===== src/hdl/asq_pkg.sv =====
// Shared types and constants for the autostart mode sequencer.
// No dependencies; compiled first.
`default_nettype none

package asq_pkg;

  localparam logic [7:0] KEEPALIVE_TICKS = 8'd200;

  typedef enum logic [2:0] {
    ST_IDLE     = 3'd0,
    ST_STARTUP  = 3'd1,
    ST_STARTING = 3'd2,
    ST_RUNNING  = 3'd3,
    ST_LOADED   = 3'd4,
    ST_COOLDOWN = 3'd5,
    ST_ERROR    = 3'd6,
    ST_STOPPED  = 3'd7
  } as_state_t;

  typedef enum logic [1:0] {
    CMD_NONE  = 2'd0,
    CMD_START = 2'd1,
    CMD_STOP  = 2'd2
  } cmd_t;

  // Reported controller modes.
  localparam logic [3:0] MODE_AUTOSTARTING = 4'd0;
  localparam logic [3:0] MODE_ENG_START    = 4'd1;
  localparam logic [3:0] MODE_REV1         = 4'd2;
  localparam logic [3:0] MODE_PUMP_UP      = 4'd3;
  localparam logic [3:0] MODE_INLET_CLOSE  = 4'd4;
  localparam logic [3:0] MODE_RUN_UNLOADED = 4'd5;
  localparam logic [3:0] MODE_REV2         = 4'd6;
  localparam logic [3:0] MODE_PRE_LOADED   = 4'd7;
  localparam logic [3:0] MODE_LOADED_LO    = 4'd8;
  localparam logic [3:0] MODE_LOADED_HI    = 4'd9;
  localparam logic [3:0] MODE_DOWN         = 4'd10;
  localparam logic [3:0] MODE_OTHER        = 4'd11;

  // Configuration register indexes.
  localparam logic REG_AUTOSTOP_ENABLE = 1'b0;
  localparam logic REG_COOLDOWN_LIMIT  = 1'b1;

  typedef struct packed {
    logic        auto_enable;
    logic        start_switch;
    logic [3:0]  machine_mode;
    logic [31:0] tick_now;
    logic        sender_idle;
  } poll_t;

  typedef struct packed {
    logic [2:0]  autostart_state;
    logic        send_now;
    logic [1:0]  command_code;
    logic        red_led_set;
    logic [15:0] cooldown_elapsed;
  } result_t;

  typedef struct packed {
    logic        autostop_enable;
    logic [15:0] cooldown_limit;
  } cfg_regs_t;

endpackage

`default_nettype wire


===== src/hdl/asq_ifs.sv =====
// Valid/ready channel interfaces for the autostart mode sequencer.
// Depends on asq_pkg.
`default_nettype none

interface asq_poll_if;
  logic           valid;
  logic           ready;
  asq_pkg::poll_t item;
  modport source (output valid, output item, input ready);
  modport sink (input valid, input item, output ready);
endinterface

interface asq_result_if;
  logic             valid;
  logic             ready;
  asq_pkg::result_t item;
  modport source (output valid, output item, input ready);
  modport sink (input valid, input item, output ready);
endinterface

interface asq_cfg_if;
  logic        valid;
  logic        ready;
  logic        reg_index;
  logic [15:0] wdata;
  modport source (output valid, output reg_index, output wdata, input ready);
  modport sink (input valid, input reg_index, input wdata, output ready);
endinterface

`default_nettype wire


===== src/hdl/asq_core.sv =====
// Sequencer state and the per-poll update: mode mapping, cooldown timing,
// command change detection and keepalive resend. Depends on asq_pkg.
`default_nettype none

module asq_core (
  input  wire logic               clk,
  input  wire logic               rst,
  input  wire logic               step,
  input  wire asq_pkg::poll_t     poll,
  input  wire asq_pkg::cfg_regs_t cfg,
  output asq_pkg::result_t        res
);
  import asq_pkg::*;

  as_state_t   mode_state, mode_state_next;
  logic [31:0] entry_tick, entry_tick_next;
  cmd_t        last_command, last_command_next;
  logic [7:0]  keepalive_count, keepalive_count_next;
  logic [31:0] last_tick_seen, last_tick_seen_next;
  logic [15:0] cool_ticks, cool_ticks_next;

  as_state_t   mapped;
  cmd_t        cmd;
  logic        red;
  logic        send;
  logic [31:0] elapsed;

  always_comb begin
    mapped          = mode_state;
    entry_tick_next = entry_tick;
    cmd             = CMD_NONE;
    red             = 1'b0;
    if (!poll.auto_enable) begin
      mapped = ST_IDLE;
    end else begin
      unique case (poll.machine_mode)
        MODE_AUTOSTARTING: mapped = ST_STARTUP;
        MODE_ENG_START, MODE_REV1, MODE_PUMP_UP, MODE_INLET_CLOSE: mapped = ST_STARTING;
        MODE_RUN_UNLOADED: begin
          entry_tick_next = poll.tick_now;
          mapped          = ST_RUNNING;
        end
        MODE_REV2: mapped = ST_LOADED;
        MODE_PRE_LOADED, MODE_LOADED_LO, MODE_LOADED_HI: begin
          if (mode_state != ST_COOLDOWN) mapped = ST_LOADED;
        end
        MODE_DOWN: begin
          mapped = ST_ERROR;
          red    = 1'b1;
        end
        default: begin
          mapped = ST_STOPPED;
          if (poll.start_switch) cmd = CMD_START;
        end
      endcase
    end

    // The elapsed count uses the entry tick as updated earlier in this poll.
    elapsed         = poll.tick_now - entry_tick_next;
    mode_state_next = mapped;
    cool_ticks_next = cool_ticks;
    if (mapped == ST_LOADED) begin
      if (!poll.start_switch && cfg.autostop_enable) begin
        entry_tick_next = poll.tick_now;
        mode_state_next = ST_COOLDOWN;
      end
    end else if (mapped == ST_COOLDOWN) begin
      if (poll.start_switch) begin
        mode_state_next = ST_LOADED;
      end else begin
        cool_ticks_next = elapsed[15:0];
        if (elapsed[15:0] >= cfg.cooldown_limit) cmd = CMD_STOP;
      end
    end

    keepalive_count_next = keepalive_count;
    last_tick_seen_next  = last_tick_seen;
    last_command_next    = last_command;
    send                 = 1'b0;
    if (cmd == last_command && keepalive_count != 8'd0) begin
      if (last_tick_seen != poll.tick_now) begin
        last_tick_seen_next  = poll.tick_now;
        keepalive_count_next = keepalive_count - 8'd1;
      end
    end else if (poll.sender_idle) begin
      keepalive_count_next = KEEPALIVE_TICKS;
      last_command_next    = cmd;
      send                 = 1'b1;
    end

    res.autostart_state  = mode_state_next;
    res.send_now         = send;
    res.command_code     = send ? cmd : CMD_NONE;
    res.red_led_set      = red;
    res.cooldown_elapsed = cool_ticks_next;
  end

  always_ff @(posedge clk) begin
    if (rst) begin
      mode_state      <= ST_IDLE;
      entry_tick      <= '0;
      last_command    <= CMD_NONE;
      keepalive_count <= KEEPALIVE_TICKS;
      last_tick_seen  <= '0;
      cool_ticks      <= '0;
    end else if (step) begin
      mode_state      <= mode_state_next;
      entry_tick      <= entry_tick_next;
      last_command    <= last_command_next;
      keepalive_count <= keepalive_count_next;
      last_tick_seen  <= last_tick_seen_next;
      cool_ticks      <= cool_ticks_next;
    end
  end

endmodule

`default_nettype wire


===== src/hdl/autostart_mode_sequencer.sv =====
// Top level of the autostart mode sequencer: poll input register, result
// register and configuration registers. Depends on asq_pkg, asq_ifs, asq_core.
//
//   Channel   Direction  Transaction
//   poll      sink       one poll: switches, machine mode, tick, sender idle
//   result    source     one result per poll: state, command, LED, cooldown
//   cfg       sink       register write: index 0 autostop enable, 1 limit
//
// A poll is captured in the input register and evaluated there; its result
// is loaded into the output register once that register is empty or being
// taken. One poll per cycle is sustained while results are not stalled. A
// stalled result holds the output register; the input register takes one
// more poll and then holds the input off until the result is taken.
// Reset returns all sequencer state and both configuration registers to
// their reset values. Configuration writes are always taken.
`default_nettype none

module autostart_mode_sequencer (
  input wire logic     clk,
  input wire logic     rst,
  asq_poll_if.sink     poll,
  asq_result_if.source result,
  asq_cfg_if.sink      cfg
);
  import asq_pkg::*;

  logic      s1_valid;
  poll_t     s1_item;
  logic      out_valid;
  result_t   out_item;
  logic      advance;
  result_t   step_res;
  cfg_regs_t cfg_regs;

  assign advance    = s1_valid && (!out_valid || result.ready);
  assign poll.ready = !s1_valid || advance;
  assign cfg.ready  = 1'b1;

  assign result.valid = out_valid;
  assign result.item  = out_item;

  always_ff @(posedge clk) begin
    if (rst) begin
      s1_valid <= 1'b0;
    end else if (poll.ready) begin
      s1_valid <= poll.valid;
    end
    if (poll.valid && poll.ready) begin
      s1_item <= poll.item;
    end
  end

  always_ff @(posedge clk) begin
    if (rst) begin
      out_valid <= 1'b0;
    end else if (!out_valid || result.ready) begin
      out_valid <= s1_valid;
    end
    if (advance) begin
      out_item <= step_res;
    end
  end

  always_ff @(posedge clk) begin
    if (rst) begin
      cfg_regs <= '0;
    end else if (cfg.valid) begin
      unique case (cfg.reg_index)
        REG_AUTOSTOP_ENABLE: cfg_regs.autostop_enable <= cfg.wdata[0];
        REG_COOLDOWN_LIMIT:  cfg_regs.cooldown_limit  <= cfg.wdata;
        default: ;
      endcase
    end
  end

  asq_core u_core (
    .clk  (clk),
    .rst  (rst),
    .step (advance),
    .poll (s1_item),
    .cfg  (cfg_regs),
    .res  (step_res)
  );

endmodule

`default_nettype wire


===== src/flat_wrapper.sv =====
// flat-port wrapper written by rule: the top's interface ports become plain ports
module autostart_mode_sequencer_flat import asq_pkg::*;
  (clk, rst, poll_valid, poll_item, poll_ready, result_valid, result_item, result_ready, cfg_valid, cfg_reg_index, cfg_wdata, cfg_ready);
  asq_poll_if poll_i ();
  asq_result_if result_i ();
  asq_cfg_if cfg_i ();
  input wire logic clk;
  input wire logic rst;
  input wire logic [$bits(poll_i.valid)-1:0] poll_valid;
  input wire logic [$bits(poll_i.item)-1:0] poll_item;
  output wire logic [$bits(poll_i.ready)-1:0] poll_ready;
  output wire logic [$bits(result_i.valid)-1:0] result_valid;
  output wire logic [$bits(result_i.item)-1:0] result_item;
  input wire logic [$bits(result_i.ready)-1:0] result_ready;
  input wire logic [$bits(cfg_i.valid)-1:0] cfg_valid;
  input wire logic [$bits(cfg_i.reg_index)-1:0] cfg_reg_index;
  input wire logic [$bits(cfg_i.wdata)-1:0] cfg_wdata;
  output wire logic [$bits(cfg_i.ready)-1:0] cfg_ready;
  assign poll_i.valid = poll_valid;
  assign poll_i.item = poll_item;
  assign poll_ready = poll_i.ready;
  assign result_valid = result_i.valid;
  assign result_item = result_i.item;
  assign result_i.ready = result_ready;
  assign cfg_i.valid = cfg_valid;
  assign cfg_i.reg_index = cfg_reg_index;
  assign cfg_i.wdata = cfg_wdata;
  assign cfg_ready = cfg_i.ready;
  autostart_mode_sequencer u_core (.clk(clk), .rst(rst), .poll(poll_i), .result(result_i), .cfg(cfg_i));
endmodule

===== config.mk =====
export PLATFORM = sky130hd
export DESIGN_NAME = autostart_mode_sequencer_flat
export DESIGN_NICKNAME = d
export VERILOG_FILES = /design/src/hdl/asq_pkg.sv /design/src/hdl/asq_ifs.sv /design/src/hdl/asq_core.sv /design/src/hdl/autostart_mode_sequencer.sv /design/src/flat_wrapper.sv
export SDC_FILE = /design/constraint.sdc
export NUM_CORES = 1
export LEC_CHECK = 0
export CORE_UTILIZATION = 48
export DETAILED_ROUTE_END_ITERATION = 8
export DONT_BUFFER_PORTS = 1
export HOLD_SLACK_MARGIN = 0.15
export SYNTH_ARGS = -nofsm -noshare
export SYNTH_HDL_FRONTEND = slang
export SYNTH_SLANG_ARGS = --single-unit
export TNS_END_PERCENT = 10

===== constraint.sdc =====
create_clock -name clk -period 7.5 [get_ports clk]
set_clock_uncertainty 0.05 [all_clocks]
set_input_delay 0.75 -clock clk [delete_from_list [all_inputs] [get_ports clk]]
set_output_delay 0.75 -clock clk [all_outputs]
set_load 0.1 [all_outputs]

== Word-level counts from Yosys, hierarchy flattened ==
Cells that the tools add are included.
Word-level totals
  bits in registers: 174
  bits in writable memories: 0
  memories: 0
  bits in read-only memories: 0
  latch bits: 0
  logic and storage cells: 88
  input bits: 61
Operators by class
  div/mod/pow operators: 0
  add/subtract/negate cells: 2
  reduce and logical (&&, ||, !) cells: 20
  order comparisons: 1
  shift operators: 0
  bitwise logic cells: 2
  eq/ne operators: 16
  $mul: 0
  multiplexer cells: 27
Operators with widths (count)
  $mux 32: 4
  $mux 16: 3
  $ne 32x32->1: 1
  $mux 8: 3
  $mux 3: 6
  $pmux 3 s6: 1
  $eq 4x3->1 const B: 4
  $ge 16x16->1: 1
  $sub 16x16->16: 1
  $eq 4x4->1 const B: 3
  $reduce_or 11->1: 1
  $reduce_and 3->1: 3
  $eq 4x2->1 const B: 2
  $mux 2: 4
  $reduce_bool 8->1: 1
  $sub 8x1->8 const B: 1
  $eq 3x3->1 const B: 2
  $mux 1: 6
  $eq 4x1->1 const B: 1
  $logic_and 1x1->1: 4
  $logic_not 4->1: 1
  $reduce_and 2->1: 2
  $reduce_or 4->1: 1
  $logic_not 1->1: 3
  other kinds (7): 9

== Longest topological paths before layout ==
Gate-level depths: netlist (run 1).
  word-level depth: 13
  mapped depth: 27

== Cells and area by module ==
From an unflattened synthesis (run 1), not the netlist that was laid out.
Second synthesis, totals
  cell total of the unflattened synthesis: 738
  area total of the unflattened synthesis: 7878.8 sq um
Modules (own cells, without submodules)
  asq_core: times used 1, cells each 587, area each 5114.9 sq um
  autostart_mode_sequencer: times used 1, cells each 151, area each 2763.9 sq um

== Least setup slack after synthesis (run 1) ==
OpenSTA, ideal clock, no wires.
  path kind: flip-flop to flip-flop
  from: reg u_core.s1_item[33] (netlist bit)
  to: reg u_core.u_core.keepalive_count[3]
  library setup time: 0.119 ns
  buffers on the path: 4
  cell stages (with the launch flop): 24
  path slack: 2.122 ns
  arrival time: 5.208 ns
  clock period less this slack: 5.378 ns
  cell sequence: edfxtp_1 -> clkbuf_2 -> and3b_1 -> buf_2 -> nand2_1 -> clkbuf_1 -> o21ai_0 -> ha_1 -> or3b_2 -> mux2i_1 -> o32ai_2 -> o211a_1 -> o21ai_0 -> xnor2_1 -> ha_1 -> a21o_1 -> a31oi_1 -> a21boi_0 -> a21o_1 -> nor4_1 -> o311a_1 -> buf_2 -> or2_2 -> o21bai_1
Between the ends
  longest elaborated chain between the ends: 13
Ends and longest elaborated chain
  start, declared: RTL line autostart_mode_sequencer.sv:28  | poll_t s1_item;
  start signal, assigned: RTL line autostart_mode_sequencer.sv:49  | s1_item <= poll.item;
  $eq 4x3->1: RTL line asq_core.sv:36  | unique case (poll.machine_mode)
  $mux 32: RTL line asq_core.sv:36
  $mux 32: RTL line asq_core.sv:33  | if (!poll.auto_enable) begin
  $sub 16x16->16: RTL line asq_core.sv:59  | elapsed = poll.tick_now - entry_tick_next;
  $ge 16x16->1: RTL line asq_core.sv:72  | if (elapsed[15:0] >= cfg.cooldown_limit) cmd = CMD_STOP;
  $mux 2: RTL line asq_core.sv:72
  $mux 2: RTL line asq_core.sv:68  | if (poll.start_switch) begin
  $mux 2: RTL line asq_core.sv:67  | end else if (mapped == ST_COOLDOWN) begin
  $mux 2 (*): RTL line asq_core.sv:62  | if (mapped == ST_LOADED) begin
  $eq 2x2->1 (*): RTL line asq_core.sv:80  | if (cmd == last_command && keepalive_count != 8'd0) begin
  $logic_and 1x1->1 (*): RTL line asq_core.sv:80
  $ne 2x1->1 (no line) or $reduce_bool 2->1 (tied branches)
  $reduce_and 3->1 (no line)
  end signal, assigned: RTL line asq_core.sv:110  | keepalive_count <= keepalive_count_next;
  end, declared: RTL line asq_core.sv:18  | logic [7:0] keepalive_count, keepalive_count_next;
Mark *: on every way between the ends. The rest lies on a longest branch, timed or not.
A chain may end at the register's enable or synchronous reset.

== Worst setup path in the final report (run 1) ==
  from: reg u_core.s1_item[34] (netlist bit)
  to: reg u_core.u_core.last_tick_seen[0]
Between the ends
  longest elaborated chain between the ends: 12
Ends and longest elaborated chain
  $eq 4x3->1: RTL line asq_core.sv:36
  $mux 32: RTL line asq_core.sv:36
  $mux 32: RTL line asq_core.sv:33
  $sub 16x16->16: RTL line asq_core.sv:59
  $ge 16x16->1: RTL line asq_core.sv:72
  $mux 2: RTL line asq_core.sv:72
  $mux 2: RTL line asq_core.sv:68
  $mux 2: RTL line asq_core.sv:67
  $mux 2 (*): RTL line asq_core.sv:62
  $eq 2x2->1 (*): RTL line asq_core.sv:80
  $logic_and 1x1->1 (*): RTL line asq_core.sv:80
  $reduce_and 3->1 (no line) (*)
  end signal, assigned: RTL line asq_core.sv:111  | last_tick_seen <= last_tick_seen_next;
  end, declared: RTL line asq_core.sv:19  | logic [31:0] last_tick_seen, last_tick_seen_next;
Marks and branches as above.

==> run summary, run 1 <==
status: completed
Synth cell types: 69
largest net degree at the start of global routing: 99
critical path data required time: 7.76 ns
first-pass GRT wire length: 25.6 mm
Die Span Y: 129 um
I/O Buffers: 0
RSZ-0062 raised after global routing: false
number of detailed-route iterations in the first pass: 4
Slew HR: 0.205
most frequent cells in the layout: dfxtp_1, nand2_1, nor2_1
Final Max Slew Viols: 0
Synth Instances: 771
Setup-failing EPs final: 0
DPL Wire Length: 11.4 mm
CTS-repair resized insts: 0
Yosys warning total: 0
Primary FF master, synth: dfxtp_1
std cell rows: 46
Core ar.: 15800 um2
Hold Path Depth: 0
clk slew on worst S/H paths: 0.06 ns
flop and latch count out of synthesis: 158
Power Density: 237 nW/um2
Fin. Hold Viols: 0
max-cap violations: 0
vias post-DR: 5354
gpl congestion: 0.847
fin crit share: 0.841
sequential fraction of the synthesis area: 0.488
critical path endpoint category: register
Worst Max-Slew Pin Slew: 1.19 ns
Hold Crit Class: in2reg
Tmin final: 6.31 ns
drt first-iter violations: 258
I/O pins: 87
H-tree depth: 4
CP Launch Type: register
area grow syn2layout: 8.73%
P_leak: 3.24 nW
CTS Hold Buffers Added: 0
CP arrival: 6.57 ns
layout cells sized above 1: 0.0750
reg2reg path depth: 20
Max Fanout on Critical Path: 22
Sink Count: 158
final WL: 15.8 mm
clk root buf: clkbuf_16
nets@finish: 851
clock insertion delay at the later pin of the skew report: 0.42 ns
Design Power: 2.00 mW
GRT overflow: 0
postcts setup bufs: 0
Post-synth EDFFs: 62
Starting Density: 0.490
DRC viols: 0
Post-synth ARST share: 0
TNS Setup: 0 ns
Post-Syn Area: 7750 um2
clk buf depth: 2
DIE WIDTH: 129 um
Max Freq: 159 MHz
fillcell total: 1355
Syn Area/Cell: 10.1 um2
Peak supply drop: 0.218 mV
Post-Syn Nets: 862
gr usage total: 0.203
die area: 16700 um2
CTS tree: built
wire per inst: 16.0 um
Via density: 5.41
Routed Antenna Nets: 0
CTS Buf Count: 17
kind of critical path: reg2reg
initial antenna violation count: 0
ANT cells: 0
commonest non-fill, non-tap cell in the layout: dfxtp_1
vias in the first global route: 5183
cell type report:
| class | count | area, um2 | share of cell area |
|---|---|---|---|
| tap | 216 | 270 | 0.0321 |
| multi-input combinational | 547 | 3660 | 0.435 |
| inverter | 31 | 116 | 0.0138 |
| clock inverter | 11 | 108 | 0.0128 |
| clock buffer | 21 | 450 | 0.0534 |
| sequential | 158 | 3780 | 0.449 |
| timing repair buffer | 5 | 37.5 | 0.00445 |
registers in the layout, indices dropped and copies added, names as in the netlist:
signal and flops:
u_core.s1_valid 1, u_core.cfg_regs 17, u_core.u_core.cool_ticks 16, u_core.s1_item 39, u_core.result.valid 1, u_core.u_core.keepalive_count 8
u_core.u_core.last_tick_seen 32, u_core.result.item 23, u_core.u_core.mode_state 3, u_core.u_core.last_command 2, u_core.u_core.entry_tick 16
synth_stat cells (all sizes together), types with 9 or more instances:
library cell | instances | area share
nand2b | 9 | 0.0073
edfxtp | 62 | 0.24
buf | 13 | 0.014
inv | 31 | 0.015
xor2 | 38 | 0.043
nand2 | 90 | 0.044
ha | 30 | 0.048
a21oi | 48 | 0.031
a21o | 10 | 0.0097
mux2i | 63 | 0.081
nor4 | 11 | 0.0089
xnor2 | 12 | 0.014
nor3 | 17 | 0.011
o21ai | 17 | 0.011
mux2 | 9 | 0.013
nor2 | 83 | 0.040
clkbuf | 22 | 0.011
nor2b | 9 | 0.0073
dfxtp | 96 | 0.25
critical path, cell delays in order, from the launching register on:
cell	delay [ns]
edfxtp_1	0.53
and3b_1	0.38
nand2_1	0.51
mux2i_1	0.26
ha_1	0.30
or3b_1	0.41
o221a_2	0.27
a311oi_1	0.30
o211a_1	0.24
o21ai_1	0.09
o41ai_2	0.24
xnor2_1	0.22
ha_1	0.31
a221oi_1	0.33
and3_1	0.22
o21ai_0	0.15
a31o_2	0.28
nand2_2	0.48
buf_4	0.32
mux2i_1	0.21
nor2_1	0.06
final timing paths:
kind                               startpoint                              end  slack (ns)
hold / removal                  poll_item[29]               u_core.s1_item[29]        0.37
setup / recovery           u_core.s1_item[34]  u_core.u_core.last_tick_seen[0]        1.19
hold reg to reg   u_core.u_core.mode_state[1]      u_core.u_core.mode_state[1]        0.40
setup reg to reg           u_core.s1_item[34]  u_core.u_core.last_tick_seen[0]        1.19
report_power, final:
group          internal [mW]  switching, mW
logic                 0.0826          0.116
clock network          0.468          0.339
registers              0.931         0.0657
total                   1.48          0.520
logic make-up after synthesis:
group / count (synthesis) / synth area share
AOI/OAI and AO/OA: 126 / 0.108
muxes: 72 / 0.0944
DFF: 158 / 0.488
and+or+nand+nor: 265 / 0.161
adders and majority gates: 33 / 0.0523
buffers and inverters: 66 / 0.0400
other: 1 / 0.000484
xor gates and xnor gates: 50 / 0.0565
layer usage:
layer,up-vias,GRT usage,part of all wire
met5,-,0,0
met2,126,0.341,0.48
met4,0,0.0547,0.0098
met3,15,0.0557,0.049
li1,2683,-,-
met1,2530,0.255,0.47
stage by stage:
step / cell area [um2] / instances / worst slack, ns / hold WS [ns] / util
after floorplan: 7750 / 771 / 2.12 / 0.381 / -
after global placement: 7870 / 957 / 1.34 / 0.382 / 0.497
after detailed placement: 7870 / 957 / 1.26 / 0.390 / 0.497
after CTS: 8430 / 989 / 1.23 / 0.330 / 0.533
after global routing: 8430 / 989 / 0.662 / 0.343 / 0.533
final: 8430 / 989 / 1.19 / 0.366 / 0.533
(Power assumes the default switching activity.)
==> run 2: changes to the inputs <==
--- a/config.mk
+++ b/config.mk
@@ -9,6 +9,7 @@
 export DETAILED_ROUTE_END_ITERATION = 8
 export DONT_BUFFER_PORTS = 1
 export HOLD_SLACK_MARGIN = 0.15
+export PLACE_DENSITY = 0.65
 export SYNTH_ARGS = -nofsm -noshare
 export SYNTH_HDL_FRONTEND = slang
 export SYNTH_SLANG_ARGS = --single-unit
==> constraint.sdc (replaced) <==
create_clock -name clk -period 5.7 [get_ports clk]
set_clock_uncertainty 0.05 [all_clocks]
set_input_delay 0.57 -clock clk [delete_from_list [all_inputs] [get_ports clk]]
set_output_delay 0.57 -clock clk [all_outputs]
set_load 0.1 [all_outputs]
==> run summary, run 2 (synthesis results as in run 1) <==
status: completed
CP arrival: 5.62 ns (-0.95 ns)
ANT cells: 0 (unchanged)
drt first-iter violations: 374 (+45%)
I/O Buffers: 0 (unchanged)
minimum setup slack after placement: 0.294 ns (-0.966 ns)
placed insts: 964 (+0.73%)
initial antenna violation count: 0 (unchanged)
Fin. Hold Viols: 0 (unchanged)
clock insertion delay at the later pin of the skew report: 0.43 ns (about the same)
first-pass GRT wire length: 25.8 mm (+0.78%)
fin util: 0.537 (+0.00435)
clk root buf: clkbuf_16
GRT overflow: 0 (unchanged)
final WL: 16.0 mm (+1.4%)
area grow syn2layout: 9.62%
postcts setup bufs: 0 (unchanged)
vias post-DR: 5466 (+2.1%)
most frequent cells in the layout: dfxtp_1, nand2_1, nor2_1
CP Launch Type: register
Core ar.: 15800 um2 (unchanged)
Max Fanout on Critical Path: 8 (-64%)
Via density: 5.49 (+1.4%)
Post-Layout Cell Count: 996 (+0.71%)
gpl congestion: 0.842 (-0.50%)
std cell rows: 46 (unchanged)
vias in the first global route: 5175 (-0.15%)
DPL Wire Length: 11.6 mm (+1.7%)
Starting Density: 0.490 (unchanged)
Die Span Y: 129 um (unchanged)
nets@finish: 858 (+0.82%)
largest net degree at the start of global routing: 99 (unchanged)
H-tree depth: 4 (unchanged)
max incr delay on CP: 0.48 ns (-0.05 ns)
Tmin final: 5.35 ns (-0.955 ns)
Design Power: 2.64 mW (+32%)
kind of critical path: reg2reg
CTS-repair resized insts: 0 (unchanged)
register bank with the most flops: u_core.s1_item
Hold Crit Class: in2reg
Setup WS post-layout: 0.346 ns (-0.845 ns)
I/O pins: 87 (unchanged)
Max Freq: 187 MHz (+18%)
Sink Count: 158 (unchanged)
wire per inst: 16.1 um (+0.72%)
Peak supply drop: 0.252 mV (+16%)
CP Cell Sequence: and3b_2, nand2_1, mux2i_1, ha_1, or3b_1, o221a_2, a311oi_1, o211a_1, o21ai_0, xnor2_1, ha_1, a21o_1, a31oi_1, a21boi_1, a21o_1, nor4_1, o311a_1, or2_2, o21bai_1
DIE WIDTH: 129 um (unchanged)
max-cap violations: 0 (unchanged)
Post-DP Area: 7940 um2 (+0.83%)
critical path endpoint category: register
critical path data required time: 5.96 ns (-1.80 ns)
CTS tree: built
Routed Antenna Nets: 0 (unchanged)
Design Area, Final: 8500 um2 (+0.82%)
number of detailed-route iterations in the first pass: 6 (+2)
P_leak: 3.27 nW (+1.0%)
gr usage total: 0.203 (+0.000576)
max reg flops: 39 (unchanged)
clk slew on worst S/H paths: 0.06 ns (about the same)
commonest non-fill, non-tap cell in the layout: dfxtp_1
RSZ-0062 raised after global routing: false
DRC viols: 0 (unchanged)
Setup-failing EPs final: 0 (unchanged)
Final Max Slew Viols: 0 (unchanged)
TNS Setup: 0 ns (unchanged)
Slowest cell on crit path: edfxtp_1
die area: 16700 um2 (unchanged)
CTS Buf Count: 17 (unchanged)
fin crit share: 0.939 (+0.0981)
worst hold margin: 0.186 ns (-0.180 ns)
Power Density: 310 nW/um2 (+31%)
clk buf depth: 2 (unchanged)
layout cells sized above 1: 0.0872 (+0.0121)
Slew HR: 0.213 (+0.00802)
CTS Hold Buffers Added: 0 (unchanged)
Worst Max-Slew Pin Slew: 1.18 ns (-0.0120 ns)
run 2: cell type report:
cell class              instances  area (um2)
clock buffers                  21         482
clock inverters                11        78.8
fillers                      1408        7330
inverters                      31         116
multi-input cells             547        3670
flip-flops and latches        158        3780
well taps                     216         270
repair buffers                 12         103
run 2: where the power goes:
part | switching, mW | internal [mW]
sequential | 0.0845 | 1.23
clock | 0.449 | 0.607
combinational | 0.158 | 0.112
run 2: worst paths after layout:
check,from,endpoint,slack (ns),depth (start not counted)
setup / recovery,u_core.s1_item[33],u_core.u_core.keepalive_count[3],0.35,19
hold / removal,poll_item[28],u_core.s1_item[28],0.19,0
setup reg to reg,u_core.s1_item[33],u_core.u_core.keepalive_count[3],0.35,19
hold reg to reg,u_core.u_core.cool_ticks[5],u_core.u_core.cool_ticks[5],0.41,2
run 2: per-layer routing:
| layer | up-vias | track usage | share of wire |
|---|---|---|---|
| met5 | - | 0 | 0 |
| met4 | 0 | 0.0734 | 0.014 |
| li1 | 2701 | - | - |
| met2 | 158 | 0.333 | 0.47 |
| met1 | 2592 | 0.261 | 0.47 |
| met3 | 15 | 0.0500 | 0.048 |
run 2: worst max-delay path, delay by kind of cell, from the launching register on:
kind | cells | cell delay, ns
adder cells (fa/ha/maj) | 2 | 0.56
XOR/XNOR | 1 | 0.34
AND/OR/NAND/NOR | 5 | 1.26
multiplexers | 1 | 0.16
AO/OA/AOI/OAI | 10 | 2.39
flip-flops | 1 | 0.48
==> run 3: changes to the inputs <==
--- a/config.mk
+++ b/config.mk
@@ -9,7 +9,6 @@
 export DETAILED_ROUTE_END_ITERATION = 8
 export DONT_BUFFER_PORTS = 1
 export HOLD_SLACK_MARGIN = 0.15
-export PLACE_DENSITY = 0.65
 export SYNTH_ARGS = -nofsm -noshare
 export SYNTH_HDL_FRONTEND = slang
 export SYNTH_SLANG_ARGS = --single-unit
==> constraint.sdc (replaced) <==
create_clock -name clk -period 5.25 [get_ports clk]
set_clock_uncertainty 0.05 [all_clocks]
set_input_delay 0.525 -clock clk [delete_from_list [all_inputs] [get_ports clk]]
set_output_delay 0.525 -clock clk [all_outputs]
set_load 0.1 [all_outputs]
==> run summary, run 3 (synthesis results as in run 1) <==
I/O pins: 87 (unchanged)
first-pass GRT wire length: 26.7 mm (+3.7%)
Routed Antenna Nets: 0 (unchanged)
clk slew on worst S/H paths: 0.07 ns (about the same)
Crit path depth: 20 (+1)
minimum setup slack after placement: 0.0278 ns (-0.266 ns)
Worst Max-Slew Pin Slew: 1.21 ns (+0.0320 ns)
kind of critical path: reg2reg
gr usage total: 0.210 (+0.00652)
CP arrival: 5.38 ns (-0.24 ns)
layout cells sized above 1: 0.127 (+0.0396)
CP delay by family, top: simple AND/OR/NAND/NOR gates
vias post-DR: 5599 (+2.4%)
GRT overflow: 0 (unchanged)
Setup-failing EPs final: 0 (unchanged)
most frequent cells in the layout: dfxtp_1, nand2_1, nor2_1
Post-Layout Cell Count: 1052 (+5.6%)
reg2reg path depth: 20 (+1)
DIE WIDTH: 129 um (unchanged)
Hold Path Depth: 2 (+2)
placed insts: 972 (+0.83%)
CTS tree: built
register bank with the most flops: u_core.s1_item
CP Cell Sequence: and3b_2, nand2_2, mux2i_2, ha_4, or3b_1, o221a_2, a311oi_2, o211a_1, o21ai_1, o41ai_2, xnor2_1, ha_1, a31oi_2, and2_1, a21o_1, or4_4, nand2_8, buf_12, mux2i_2, nor2_1
Power Density: 328 nW/um2 (+5.7%)
H-tree depth: 4 (unchanged)
clk buf depth: 2 (unchanged)
nets@finish: 914 (+6.5%)
Final Max Slew Viols: 0 (unchanged)
critical path endpoint category: register
critical path data required time: 5.52 ns (-0.44 ns)
drt first-iter violations: 371 (-0.80%)
Setup WS post-layout: 0.141 ns (-0.205 ns)
Slowest cell on crit path: or4_4
Starting Density: 0.490 (unchanged)
DPL Wire Length: 11.5 mm (-1.1%)
ANT cells: 0 (unchanged)
CP Launch Type: register
largest net degree at the start of global routing: 86 (-13%)
gpl congestion: 0.853 (+1.2%)
clk root buf: clkbuf_16
std cell rows: 46 (unchanged)
most used cell, CP: mux2i_2
Hold Crit Class: in2reg
WP buf/inv: 1 (+1)
max reg flops: 39 (unchanged)
TNS Setup: 0 ns (unchanged)
number of detailed-route iterations in the first pass: 6 (unchanged)
die area: 16700 um2 (unchanged)
area grow syn2layout: 19.3%
commonest non-fill, non-tap cell in the layout: dfxtp_1
Fin. Hold Viols: 0 (unchanged)
Peak supply drop: 0.279 mV (+10%)
fin util: 0.585 (+0.0476)
Core ar.: 15800 um2 (unchanged)
Sink Count: 158 (unchanged)
clock insertion delay at the later pin of the skew report: 0.44 ns (about the same)
Max Fanout on Critical Path: 10 (+2)
P_leak: 3.58 nW (+9.5%)
Slew HR: 0.192 (-0.0213)
Via density: 5.32 (-3.0%)
vias in the first global route: 5358 (+3.5%)
wire per inst: 16.4 um (+1.9%)
fin crit share: 0.973 (+0.0338)
final WL: 17.2 mm (+7.6%)
Max Freq: 196 MHz (+4.8%)
DRC viols: 0 (unchanged)
max-cap violations: 0 (unchanged)
CTS Buf Count: 17 (unchanged)
Design Power: 3.03 mW (+15%)
status: completed
I/O Buffers: 0 (unchanged)
Die Span Y: 129 um (unchanged)
Tmin final: 5.11 ns (-0.245 ns)
max incr delay on CP: 0.55 ns (+0.07 ns)
initial antenna violation count: 0 (unchanged)
## run 3: per-layer routing
layer	global-route usage	share of wire
met1	0.277	0.48
met2	0.336	0.46
met3	0.0450	0.034
met4	0.0830	0.023
met5	0	0
## run 3: final timing paths
| path | from | end | slack, ns |
|---|---|---|---|
| max | u_core.s1_item[34] | u_core.u_core.last_tick_seen[24] | 0.14 |
| min | cfg_wdata[13] | u_core.cfg_regs[13] | 0.17 |
| max reg2reg | u_core.s1_item[34] | u_core.u_core.last_tick_seen[24] | 0.14 |
| min reg2reg | u_core.u_core.mode_state[1] | u_core.u_core.mode_state[1] | 0.40 |
## run 3: per-stage QoR
stage / area (um2) / hold WS [ns]
global route: 9250 / 0.164
detailed placement: 8010 / 0.387
CTS: 9030 / 0.163
finish: 9250 / 0.172
global placement: 8010 / 0.380
floorplan: 7750 / 0.381
## run 3: cell type report
class	instances	area (um2)
Inverter	31	116
Clock inverter	15	176
Sequential cell	158	3780
Multi-Input combinational cell	547	3790
Timing Repair Buffer	68	692
Clock buffer	17	425
Fill cell	1327	6580
Tap cell	216	270
## run 3: worst reg2reg max path, stage by stage (launching register included)
cell and delay [ns]:
edfxtp_1 0.38, and3b_2 0.26, nand2_2 0.09, mux2i_2 0.18
ha_4 0.19, or3b_1 0.38, o221a_2 0.27, a311oi_2 0.22
o211a_1 0.25, o21ai_1 0.12, o41ai_2 0.40, xnor2_1 0.14
ha_1 0.36, a31oi_2 0.13, and2_1 0.19, a21o_1 0.21
or4_4 0.55, nand2_8 0.14, buf_12 0.16, mux2i_2 0.25
nor2_1 0.06
## run 3: repair_timing
item,CTS,global route
hold endpoints to repair,124,0
resized for setup,0,28
setup buffers,0,5
hold buffers,40,0
pin swaps,1,11
endpoints found under the setup margin,1,44
gates cloned,0,3
## run 3: power breakdown
| group | total, mW | internal (mW) | leakage (nW) | switching (mW) |
|---|---|---|---|---|
| clock | 1.25 | 0.680 | 0.286 | 0.565 |
| sequential | 1.42 | 1.33 | 1.39 | 0.0903 |
| combinational | 0.368 | 0.166 | 1.90 | 0.202 |
